==> src/sv/dq_pkg.sv <==
// Shared types and constants for the double-ended queue.
// No dependencies; imported by the controller, the datapath and the top level.
package dq_pkg;

    // Access codes carried in the input tuser field
    localparam logic [1:0] FUNC_PUSH     = 2'd0;
    localparam logic [1:0] FUNC_GET_HEAD = 2'd1;
    localparam logic [1:0] FUNC_POP_TAIL = 2'd2;

    // Controller states
    typedef enum logic [1:0] {
        ST_IDLE,
        ST_EXEC,
        ST_FIN
    } ctrl_state_t;

    // Commands from controller to datapath
    typedef struct packed {
        logic load_in;   // capture the accepted item
        logic exec;      // apply the access to pointers, count and RAM
        logic load_out;  // move the finished result into the output register
    } ctrl_cmd_t;

endpackage

==> src/sv/dq_ram.sv <==
// Generic single-port-write, single-port-read RAM with registered read data.
// No dependencies; instanced by the datapath for entry storage.
module dq_ram #(
    parameter int WIDTH = 32,
    parameter int DEPTH = 16
) (
    input  logic                     aclk,
    input  logic                     wr_en,
    input  logic [$clog2(DEPTH)-1:0] wr_addr,
    input  logic [WIDTH-1:0]         wr_data,
    input  logic                     rd_en,
    input  logic [$clog2(DEPTH)-1:0] rd_addr,
    output logic [WIDTH-1:0]         rd_data
);

    logic [WIDTH-1:0] mem [DEPTH];

    // Write port
    always_ff @(posedge aclk) begin
        if (wr_en) begin
            mem[wr_addr] <= wr_data;
        end
    end

    // Registered read; data holds until the next read
    always_ff @(posedge aclk) begin
        if (rd_en) begin
            rd_data <= mem[rd_addr];
        end
    end

endmodule

==> src/sv/dq_ctrl.sv <==
// Controller state machine for the double-ended queue: input/output handshakes
// and sequencing of the datapath. Depends on dq_pkg.
module dq_ctrl
    import dq_pkg::*;
(
    input  logic      aclk,
    input  logic      aresetn,
    input  logic      s_valid,
    output logic      s_ready,
    output logic      m_valid,
    input  logic      m_ready,
    output ctrl_cmd_t cmd
);

    ctrl_state_t state_reg, state_next;
    logic        out_valid_reg, out_valid_next;

    // State and output-valid registers
    always_ff @(posedge aclk) begin
        if (!aresetn) begin
            state_reg     <= ST_IDLE;
            out_valid_reg <= 1'b0;
        end else begin
            state_reg     <= state_next;
            out_valid_reg <= out_valid_next;
        end
    end

    // Next state and commands
    always_comb begin
        state_next   = state_reg;
        cmd          = '0;
        s_ready      = 1'b0;
        case (state_reg)
            ST_IDLE: begin
                s_ready = 1'b1;
                if (s_valid) begin
                    cmd.load_in = 1'b1;
                    state_next  = ST_EXEC;
                end
            end
            ST_EXEC: begin
                cmd.exec   = 1'b1;
                state_next = ST_FIN;
            end
            ST_FIN: begin
                // read data is ready here; wait for a free output register
                if (!out_valid_reg || m_ready) begin
                    cmd.load_out = 1'b1;
                    state_next   = ST_IDLE;
                end
            end
            default: begin
                state_next = ST_IDLE;
            end
        endcase
    end

    // Output register occupancy
    always_comb begin
        out_valid_next = out_valid_reg;
        if (cmd.load_out) begin
            out_valid_next = 1'b1;
        end else if (m_ready) begin
            out_valid_next = 1'b0;
        end
    end

    assign m_valid = out_valid_reg;

endmodule

==> src/sv/dq_datapath.sv <==
// Datapath of the double-ended queue: pointers, entry count, entry RAM and
// result registers. Depends on dq_pkg and dq_ram.
module dq_datapath
    import dq_pkg::*;
#(
    parameter int DEPTH      = 16,
    parameter int DATA_WIDTH = 32
) (
    input  logic        aclk,
    input  logic        aresetn,
    input  ctrl_cmd_t   cmd,
    input  logic [1:0]  in_func,
    input  logic [31:0] in_value,
    output logic [31:0] out_value,
    output logic        out_empty,
    output logic        out_over,
    output logic [4:0]  out_occ
);

    localparam int AW = $clog2(DEPTH);
    localparam int CW = $clog2(DEPTH + 1);
    localparam logic [AW-1:0] LAST_IDX = AW'(DEPTH - 1);
    localparam logic [CW-1:0] FULL_CNT = CW'(DEPTH);

    // Captured item
    logic [1:0]            func_reg;
    logic [DATA_WIDTH-1:0] value_reg;
    logic [63:0]           in_ext;

    // Queue state
    logic [AW-1:0] front_reg, front_next;
    logic [AW-1:0] back_reg, back_next;
    logic [CW-1:0] count_reg, count_next;

    // Pending result flags between the access and the output register
    logic rd_sel_reg, empty_reg, over_reg;
    logic rd_en, wr_en, empty_n, over_n;
    logic [AW-1:0] rd_addr;

    // Result register
    logic [31:0] out_value_reg;
    logic        out_empty_reg, out_over_reg;
    logic [4:0]  out_occ_reg;

    logic [DATA_WIDTH-1:0] ram_rd_data;
    logic [63:0]           rd_ext;

    function automatic logic [AW-1:0] idx_inc(input logic [AW-1:0] i);
        return (i == LAST_IDX) ? '0 : i + 1'b1;
    endfunction

    function automatic logic [AW-1:0] idx_dec(input logic [AW-1:0] i);
        return (i == '0) ? LAST_IDX : i - 1'b1;
    endfunction

    // Input value reduced to the entry width
    assign in_ext = 64'(in_value);

    always_ff @(posedge aclk) begin
        if (cmd.load_in) begin
            func_reg  <= in_func;
            value_reg <= in_ext[DATA_WIDTH-1:0];
        end
    end

    // Access decode: pointer moves, count update, RAM strobes
    always_comb begin
        front_next = front_reg;
        back_next  = back_reg;
        count_next = count_reg;
        rd_en      = 1'b0;
        wr_en      = 1'b0;
        rd_addr    = front_reg;
        empty_n    = 1'b0;
        over_n     = 1'b0;
        if (cmd.exec) begin
            case (func_reg)
                FUNC_PUSH: begin
                    // null entry is ignored
                    if (value_reg != '0) begin
                        if (count_reg == FULL_CNT) begin
                            over_n = 1'b1;
                        end else begin
                            wr_en      = 1'b1;
                            back_next  = idx_inc(back_reg);
                            count_next = count_reg + 1'b1;
                        end
                    end
                end
                FUNC_GET_HEAD: begin
                    if (count_reg == '0) begin
                        empty_n = 1'b1;
                    end else begin
                        rd_en      = 1'b1;
                        rd_addr    = front_reg;
                        front_next = idx_inc(front_reg);
                        count_next = count_reg - 1'b1;
                    end
                end
                FUNC_POP_TAIL: begin
                    if (count_reg == '0) begin
                        empty_n = 1'b1;
                    end else begin
                        rd_en      = 1'b1;
                        rd_addr    = idx_dec(back_reg);
                        back_next  = idx_dec(back_reg);
                        count_next = count_reg - 1'b1;
                    end
                end
                default: begin
                    // unused code: no effect
                end
            endcase
        end
    end

    // Queue state registers
    always_ff @(posedge aclk) begin
        if (!aresetn) begin
            front_reg <= '0;
            back_reg  <= '0;
            count_reg <= '0;
        end else begin
            front_reg <= front_next;
            back_reg  <= back_next;
            count_reg <= count_next;
        end
    end

    // Pending flags
    always_ff @(posedge aclk) begin
        if (cmd.exec) begin
            rd_sel_reg <= rd_en;
            empty_reg  <= empty_n;
            over_reg   <= over_n;
        end
    end

    dq_ram #(
        .WIDTH (DATA_WIDTH),
        .DEPTH (DEPTH)
    ) u_ram (
        .aclk    (aclk),
        .wr_en   (wr_en),
        .wr_addr (back_reg),
        .wr_data (value_reg),
        .rd_en   (rd_en),
        .rd_addr (rd_addr),
        .rd_data (ram_rd_data)
    );

    assign rd_ext = 64'(ram_rd_data);

    // Result register
    always_ff @(posedge aclk) begin
        if (cmd.load_out) begin
            out_value_reg <= rd_sel_reg ? rd_ext[31:0] : 32'd0;
            out_empty_reg <= empty_reg;
            out_over_reg  <= over_reg;
            out_occ_reg   <= 5'(count_reg);
        end
    end

    assign out_value = out_value_reg;
    assign out_empty = out_empty_reg;
    assign out_over  = out_over_reg;
    assign out_occ   = out_occ_reg;

endmodule

==> src/sv/double_ended_queue_top.sv <==
// Top level of the double-ended queue: stream ports, controller and datapath.
// Depends on dq_pkg, dq_ctrl, dq_datapath (and through it dq_ram).
//
//   channel  | dir | tdata                             | tuser
//   s_axis   | in  | [31:0] value                      | [1:0] func
//   m_axis   | out | [31:0] out_value, [36:32] occupancy | [0] was_empty, [1] overflow
//
// After an item is accepted, its result becomes valid through the access step
// (pointer update with RAM write or registered RAM read), then the output register load.
// One item is in work at a time (accept, access, load): a new item is accepted
// only after the last one's result has been loaded into the output register.
// A finished result waits in the output register; the next item may be accepted
// meanwhile, and it stalls only when its own result finds that register full.
// Synchronous active-low reset empties the queue; stored entries are not cleared.
module double_ended_queue_top
    import dq_pkg::*;
#(
    parameter int DEPTH      = 16,
    parameter int DATA_WIDTH = 32
) (
    input  logic        aclk,
    input  logic        aresetn,
    input  logic        s_axis_tvalid,
    output logic        s_axis_tready,
    input  logic [31:0] s_axis_tdata,   // [31:0] value
    input  logic [1:0]  s_axis_tuser,   // [1:0] func
    output logic        m_axis_tvalid,
    input  logic        m_axis_tready,
    output logic [39:0] m_axis_tdata,   // [31:0] out_value, [36:32] occupancy
    output logic [1:0]  m_axis_tuser    // [0] was_empty, [1] overflow
);

    ctrl_cmd_t   cmd;
    logic [31:0] out_value;
    logic        out_empty;
    logic        out_over;
    logic [4:0]  out_occ;

    dq_ctrl u_ctrl (
        .aclk    (aclk),
        .aresetn (aresetn),
        .s_valid (s_axis_tvalid),
        .s_ready (s_axis_tready),
        .m_valid (m_axis_tvalid),
        .m_ready (m_axis_tready),
        .cmd     (cmd)
    );

    dq_datapath #(
        .DEPTH      (DEPTH),
        .DATA_WIDTH (DATA_WIDTH)
    ) u_dp (
        .aclk      (aclk),
        .aresetn   (aresetn),
        .cmd       (cmd),
        .in_func   (s_axis_tuser),
        .in_value  (s_axis_tdata),
        .out_value (out_value),
        .out_empty (out_empty),
        .out_over  (out_over),
        .out_occ   (out_occ)
    );

    // Result packing
    assign m_axis_tdata = {3'b000, out_occ, out_value};
    assign m_axis_tuser = {out_over, out_empty};

endmodule

==> config.mk <==
export PLATFORM = sky130hd
export DESIGN_NAME = double_ended_queue_top
export DESIGN_NICKNAME = d
export VERILOG_FILES = /design/src/sv/dq_pkg.sv /design/src/sv/dq_ram.sv /design/src/sv/dq_ctrl.sv /design/src/sv/dq_datapath.sv /design/src/sv/double_ended_queue_top.sv
export SDC_FILE = /design/constraint.sdc
export NUM_CORES = 1
export LEC_CHECK = 0
export BUFFER_PORTS_ARGS = -buffer_cell sky130_fd_sc_hd__clkbuf_2
export CORE_MARGIN = 5
export CORE_UTILIZATION = 46
export CTS_BUF_LIST = sky130_fd_sc_hd__clkbuf_8 sky130_fd_sc_hd__clkbuf_16
export DETAILED_ROUTE_END_ITERATION = 6
export GPL_ROUTABILITY_DRIVEN = 0
export GPL_TIMING_DRIVEN = 0
export PLACE_DENSITY = 0.64
export SKIP_LAST_GASP = 1
export SLEW_MARGIN = 20
export SYNTH_ARGS = -nofsm -noshare
export SYNTH_HDL_FRONTEND = slang
export SYNTH_SLANG_ARGS = --single-unit
==> constraint.sdc <==
create_clock -name aclk -period 11.96 [get_ports aclk]
set_clock_uncertainty 0.05 [all_clocks]
set_input_delay 2.392 -clock aclk [delete_from_list [all_inputs] [get_ports aclk]]
set_output_delay 2.392 -clock aclk [all_outputs]
set_load 0.03 [all_outputs]
After elaboration in Yosys (flattened, before gate mapping)
Memories as Yosys holds them, arrays and structs flattened. A register that Yosys moved wholly into a read port is not among the register bits. Index checks and enable logic that the tools add are counted. Widths: inputs -> output; s select.

Register bits: 92. Output and inout port bits: 44. Memory bits (writable): 512. Bits of input ports: 38. Word-level logic and storage cells: 86. Memories: 1.

Bitwise operators: 1. Multiplexer cells: 36. Reductions and logical operators: 16. Equal/unequal tests: 13. $add $sub $neg: 5.

Memories: u_dp.u_ram.mem (words 16, bits a word 32, read ports 1, clocked after Yosys merged registers in 1, wr ports 1, RTL line dq_ram.sv:16) `logic [WIDTH-1:0] mem [DEPTH];`.

Operators with widths (count): $mux 4 (9); $reduce_bool 32->1 (1); $mux 1 (19); $mux 5 (3); $pmux 5 s2 (1); $reduce_and 5->1 (2); $add 4x1->4 const B (2); $eq 4x4->1 const B (2); $ne 2x2->1 const B (4); $pmux 4 s2 (1); $pmux 2 s3 (1); $reduce_bool 2->1 (3); $add 5x1->5 const B (1); $eq 5x5->1 const B (1); $logic_not 5->1 (1); $sub 5x1->5 const B (1); $eq 2x1->1 const B (2); $eq 2x2->1 const B (2); $logic_not 2->1 (2); $logic_not 4->1 (1); $mux 2 (2); $ne 2x1->1 const B (2); $reduce_and 2->1 (2); $sub 4x1->4 const B (1); other kinds (5) (5).

Longest topological paths before layout
Word-level depth: 7. Gate-level depth with buffers: 12. Mapped depth without buffers: 9.

Hierarchy
From an unflattened synthesis, not the netlist that was laid out.

Cells, all modules: 1110. Area, all modules: 23940.5 µm².

Modules (own cells, without submodules): dq_ram (sequential area each 16335.7 µm², cells each 838, instances 1, area each 20155.6 µm²); dq_datapath (sequential area each 2542.4 µm², cells each 252, instances 1, area each 3597.2 µm²); dq_ctrl (sequential area each 60.1 µm², cells each 14, instances 1, area each 146.4 µm²); double_ended_queue_top (sequential area each 0.0 µm², cells each 6, instances 1, area each 41.3 µm²).

Worst setup path before layout
Ideal clock, no wire load.

Path type: input to register. Start: in m_axis_tready. End: reg u_dp.out_empty_reg, in the netlist u_dp.out_empty, enable pin. Arrival time: 4.290 ns. Slack: 7.180 ns. Data required time: 11.470 ns. Cell stages on the path: 2. Library setup time: 0.440 ns. Cell sequence: nand2b_1 > nor2b_1.

RTL lines: from (decl) (RTL line double_ended_queue_top.sv:28) `input logic m_axis_tready,`; to (signal assigned) (RTL line dq_datapath.sv:158) `out_empty_reg <= empty_reg;`; to (decl) (RTL line dq_datapath.sv:42) `logic out_empty_reg, out_over_reg;`.

Final worst setup path
Start: reg u_ctrl.state_reg[1]. End: out s_axis_tready.

Cells in the longest elaborated chain, start to end: 2.

Ends and longest elaborated chain: from (decl) (RTL line dq_ctrl.sv:15) `ctrl_state_t state_reg, state_next;`; from (signal assigned) (RTL line dq_ctrl.sv:24) `state_reg <= state_next;`; $logic_not 2->1 (RTL line dq_ctrl.sv:34) `case (state_reg)`; $mux 1 (RTL line dq_ctrl.sv:34); to (decl) (RTL line double_ended_queue_top.sv:24) `output logic s_axis_tready,`.

Every way passes these cells.

==> results.yml <==
final_layout:
  postLayoutCoreUtil: 0.5421
  largest_reg_flops: 512
  regMostFlops: "u_dp.u_ram.mem"
  drive_above_1_share: 0.1545
  finalNetCount: 1937
  antenna-diode-count: 0
  fin_cells: 2623
  layout_common_cells: "620 x edfxtp_1, 338 x a21oi_1, 313 x nand2_1"
  synthToLayoutAreaGrowth_pct: 16.28
  layout_commonest_cell: "edfxtp_1"
routing:
  drtAntennaViolNets: 0
  routed_wl_um: 63630
  vias: 15240
  drtPass1Iterations: 5
  drtIter0Drc: 1696
  drt-wirelength-per-cell_um: 24.26
  drc: 0
  vias_per_cell: 5.811
cts:
  cts_tree: "yes"
  cts_num_sinks: 636
  htreeDepth: 3
  clk_latency_ns: 0.60
  numCtsBuffers: 69
  postCtsResizedCells: 0
  cts_hold_buf: 0
  clk_path_buf_depth: 3
  root_buffer: "clkbuf_16"
  cts.reportedPaths.clkPinSlew_ns: 0.06
  post-cts-setup-buffers: 0
yosys:
  yosysTopAreaCellShare: 0.7569
  synthTopCellsByArea: "edfxtp_1 76%, a21oi_1 6.9%, nand2_1 4.8%, a221oi_1 2.3%, a22oi_1 2.0%"
  synth_area_sq_mm: 0.02460
  ys_seq_area_frac: 0.7699
  ys_warn_count: 0
  synth-compound-area-share: 0.1198
  syn_area_per_cell_sq_um: 14.44
  synth.distinct_cells: 44
  synth_top_family_by_area: "compound AO/OA/AOI/OAI gates"
  ys_ff_latch: 636
  muxShareOfSynthArea: 0.003611
  synth_xor_area_frac: 0.002492
  synth_top_area_cell: "edfxtp_1"
  postSynthCellCount: 1704
  synthAdderAreaFrac: 0.006918
  synthSimpleGateAreaFrac: 0.07187
floorplanning:
  die_w_um: 241.2
  ioPinCount: 82
  fp-row-count: 84
  start_util: 0.4662
  die_y_um: 241.2
  core-area_sq_mm: 0.05276
  dieArea_sq_mm: 0.05820
global_route:
  grt_pass1_vias: 15420
  antenna_found_initial: 0
  grt_usage: 0.2200
  grt_max_degree: 35
  grt_pass1_wl_um: 94950
  grt_overflow: 0
worst_setup_path:
  path_max_fanout: 3
  end_kind: "output port"
  cp.required_ns: 9.52
  crit_type: "register to output port"
  cp_data_arrival_time_ns: 1.31
  start_kind: "register"
  reg2reg_slack_ns: 8.36
sta:
  timing.final.crit_share: 0.3135
  setup_violations: 0
  hold_viol: 0
  min_period_ns: 3.749
  finalWorstSetupSlack_ns: 8.211
  fin_setup_tns_ns: 0
  max_slew_margin: 0.4192
  tightest_slew_ns: 0.8712
  rsz0062_at_grt: "no"
  slew_violations: 0
  max_freq_mhz: 266.7
power:
  p_sw_frac: 0.2078
  power.share.sequential: 0.538
  combPwrFrac: 0.031
  peakVddDrop_v: 0.0001012
  clkPwrFrac: 0.431
  p_int_mw: 3.693
  p_leak_nw: 10.32
  power.density_mw_per_mm2: 163.0
  power.switching_uw: 968.6
place:
  placedCellCount: 2503
  pre_cts_ws_ns: 8.070
  dpl.hpwl_um: 41650
  portBuffers: 78
run:
  drv_cap: 0
min_path:
  worstHoldPathType: "register to register"
outcome:
  outcome: "finished clean"
kinds of logic (layout without fill, tap and decap cells):
family | Yosys count | count (layout)
AOI/OAI and AO/OA | 496 | 496
xor gates and xnor gates | 7 | 7
adders and majority gates | 13 | 13
buffers and inverters | 124 | 353
DFF | 636 | 636
muxes | 7 | 7
other | 1 | 3
and+or+nand+nor | 420 | 420
final timing paths:
kind,startpoint,endpoint,cells after the start
worst min register to register,u_dp.over_reg$_SDFFCE_PN0N_,u_dp.out_over$_DFFE_PP_,0
worst max-delay path,u_ctrl.state_reg[1]$_SDFFE_PN0P_,s_axis_tready,2
worst max register to register,u_dp.value_reg[1]$_DFFE_PP_,u_dp.u_ram.mem[1][11]$_DFFE_PP_,8
worst min-delay path,u_dp.over_reg$_SDFFCE_PN0N_,u_dp.out_over$_DFFE_PP_,0
cell type report:
cell class / count / area (sq um)
multi-input combinational: 946 / 5180
buffer: 114 / 584.3
clock inverter: 44 / 256.5
tap: 688 / 860.8
timing repair buffer: 109 / 877.1
clock buffer: 76 / 1868
sequential: 636 / 18940
inverter: 10 / 37.54
fill: 4224 / 24160
per-stage QoR:
stage / area (sq um) / hold slack (ns) / total power [mW]
after floorplan: 24610 / 0.3503 / 2.630
after detailed placement: 26470 / 0.3628 / 2.700
final: 28600 / 0.3751 / 4.661
after global placement: 25860 / 0.3563 / 2.692
after global routing: 28600 / 0.3890 / 4.795
after CTS: 28600 / 0.3736 / 4.688
Yosys cell counts (all sizes together):
cell type  instances
nor2              32
o22ai              1
mux2               2
nand4              2
ha                12
a311oi             1
o21ai             10
a21o               4
nand2            313
o31a               1
edfxtp           620
xnor2              4
nor2b              3
o21bai             1
and3               3
mux2i              5
nor4               9
a22o               2
a22oi             64
a2111oi            1
xor2               3
dfxtp             16
or3                3
inv               10
fa                 1
clkbuf            34
and2              33
nor3b              3
a211oi             5
nand3              4
o31ai              3
a221oi            64
buf               80
a21oi            339
nor3               8
nand2b             7
conb               1
worst max-delay path, stage by stage (launching register included):
cell	delay, ns
dfxtp_1	0.31
nor2_1	0.16
clkbuf_2	0.23
power groups by stage:
stage	combinational (mW)	clock, mW	sequential [mW]
global placement	0.140	0	2.55
finish	0.146	2.01	2.51
floorplan	0.0861	0	2.54
global route	0.160	2.12	2.51
detailed placement	0.147	0	2.55
CTS	0.147	2.03	2.51
per-layer routing:
metal	routed length, um	share of wire	GRT usage	up-vias
li1	-	-	-	6826
met1	25660	0.40	0.2963	7659
met2	31420	0.49	0.3656	637
met3	4582	0.072	0.03928	119
met4	1975	0.031	0.07677	0
met5	0	0	0	-
(Power assumes the default switching activity.)
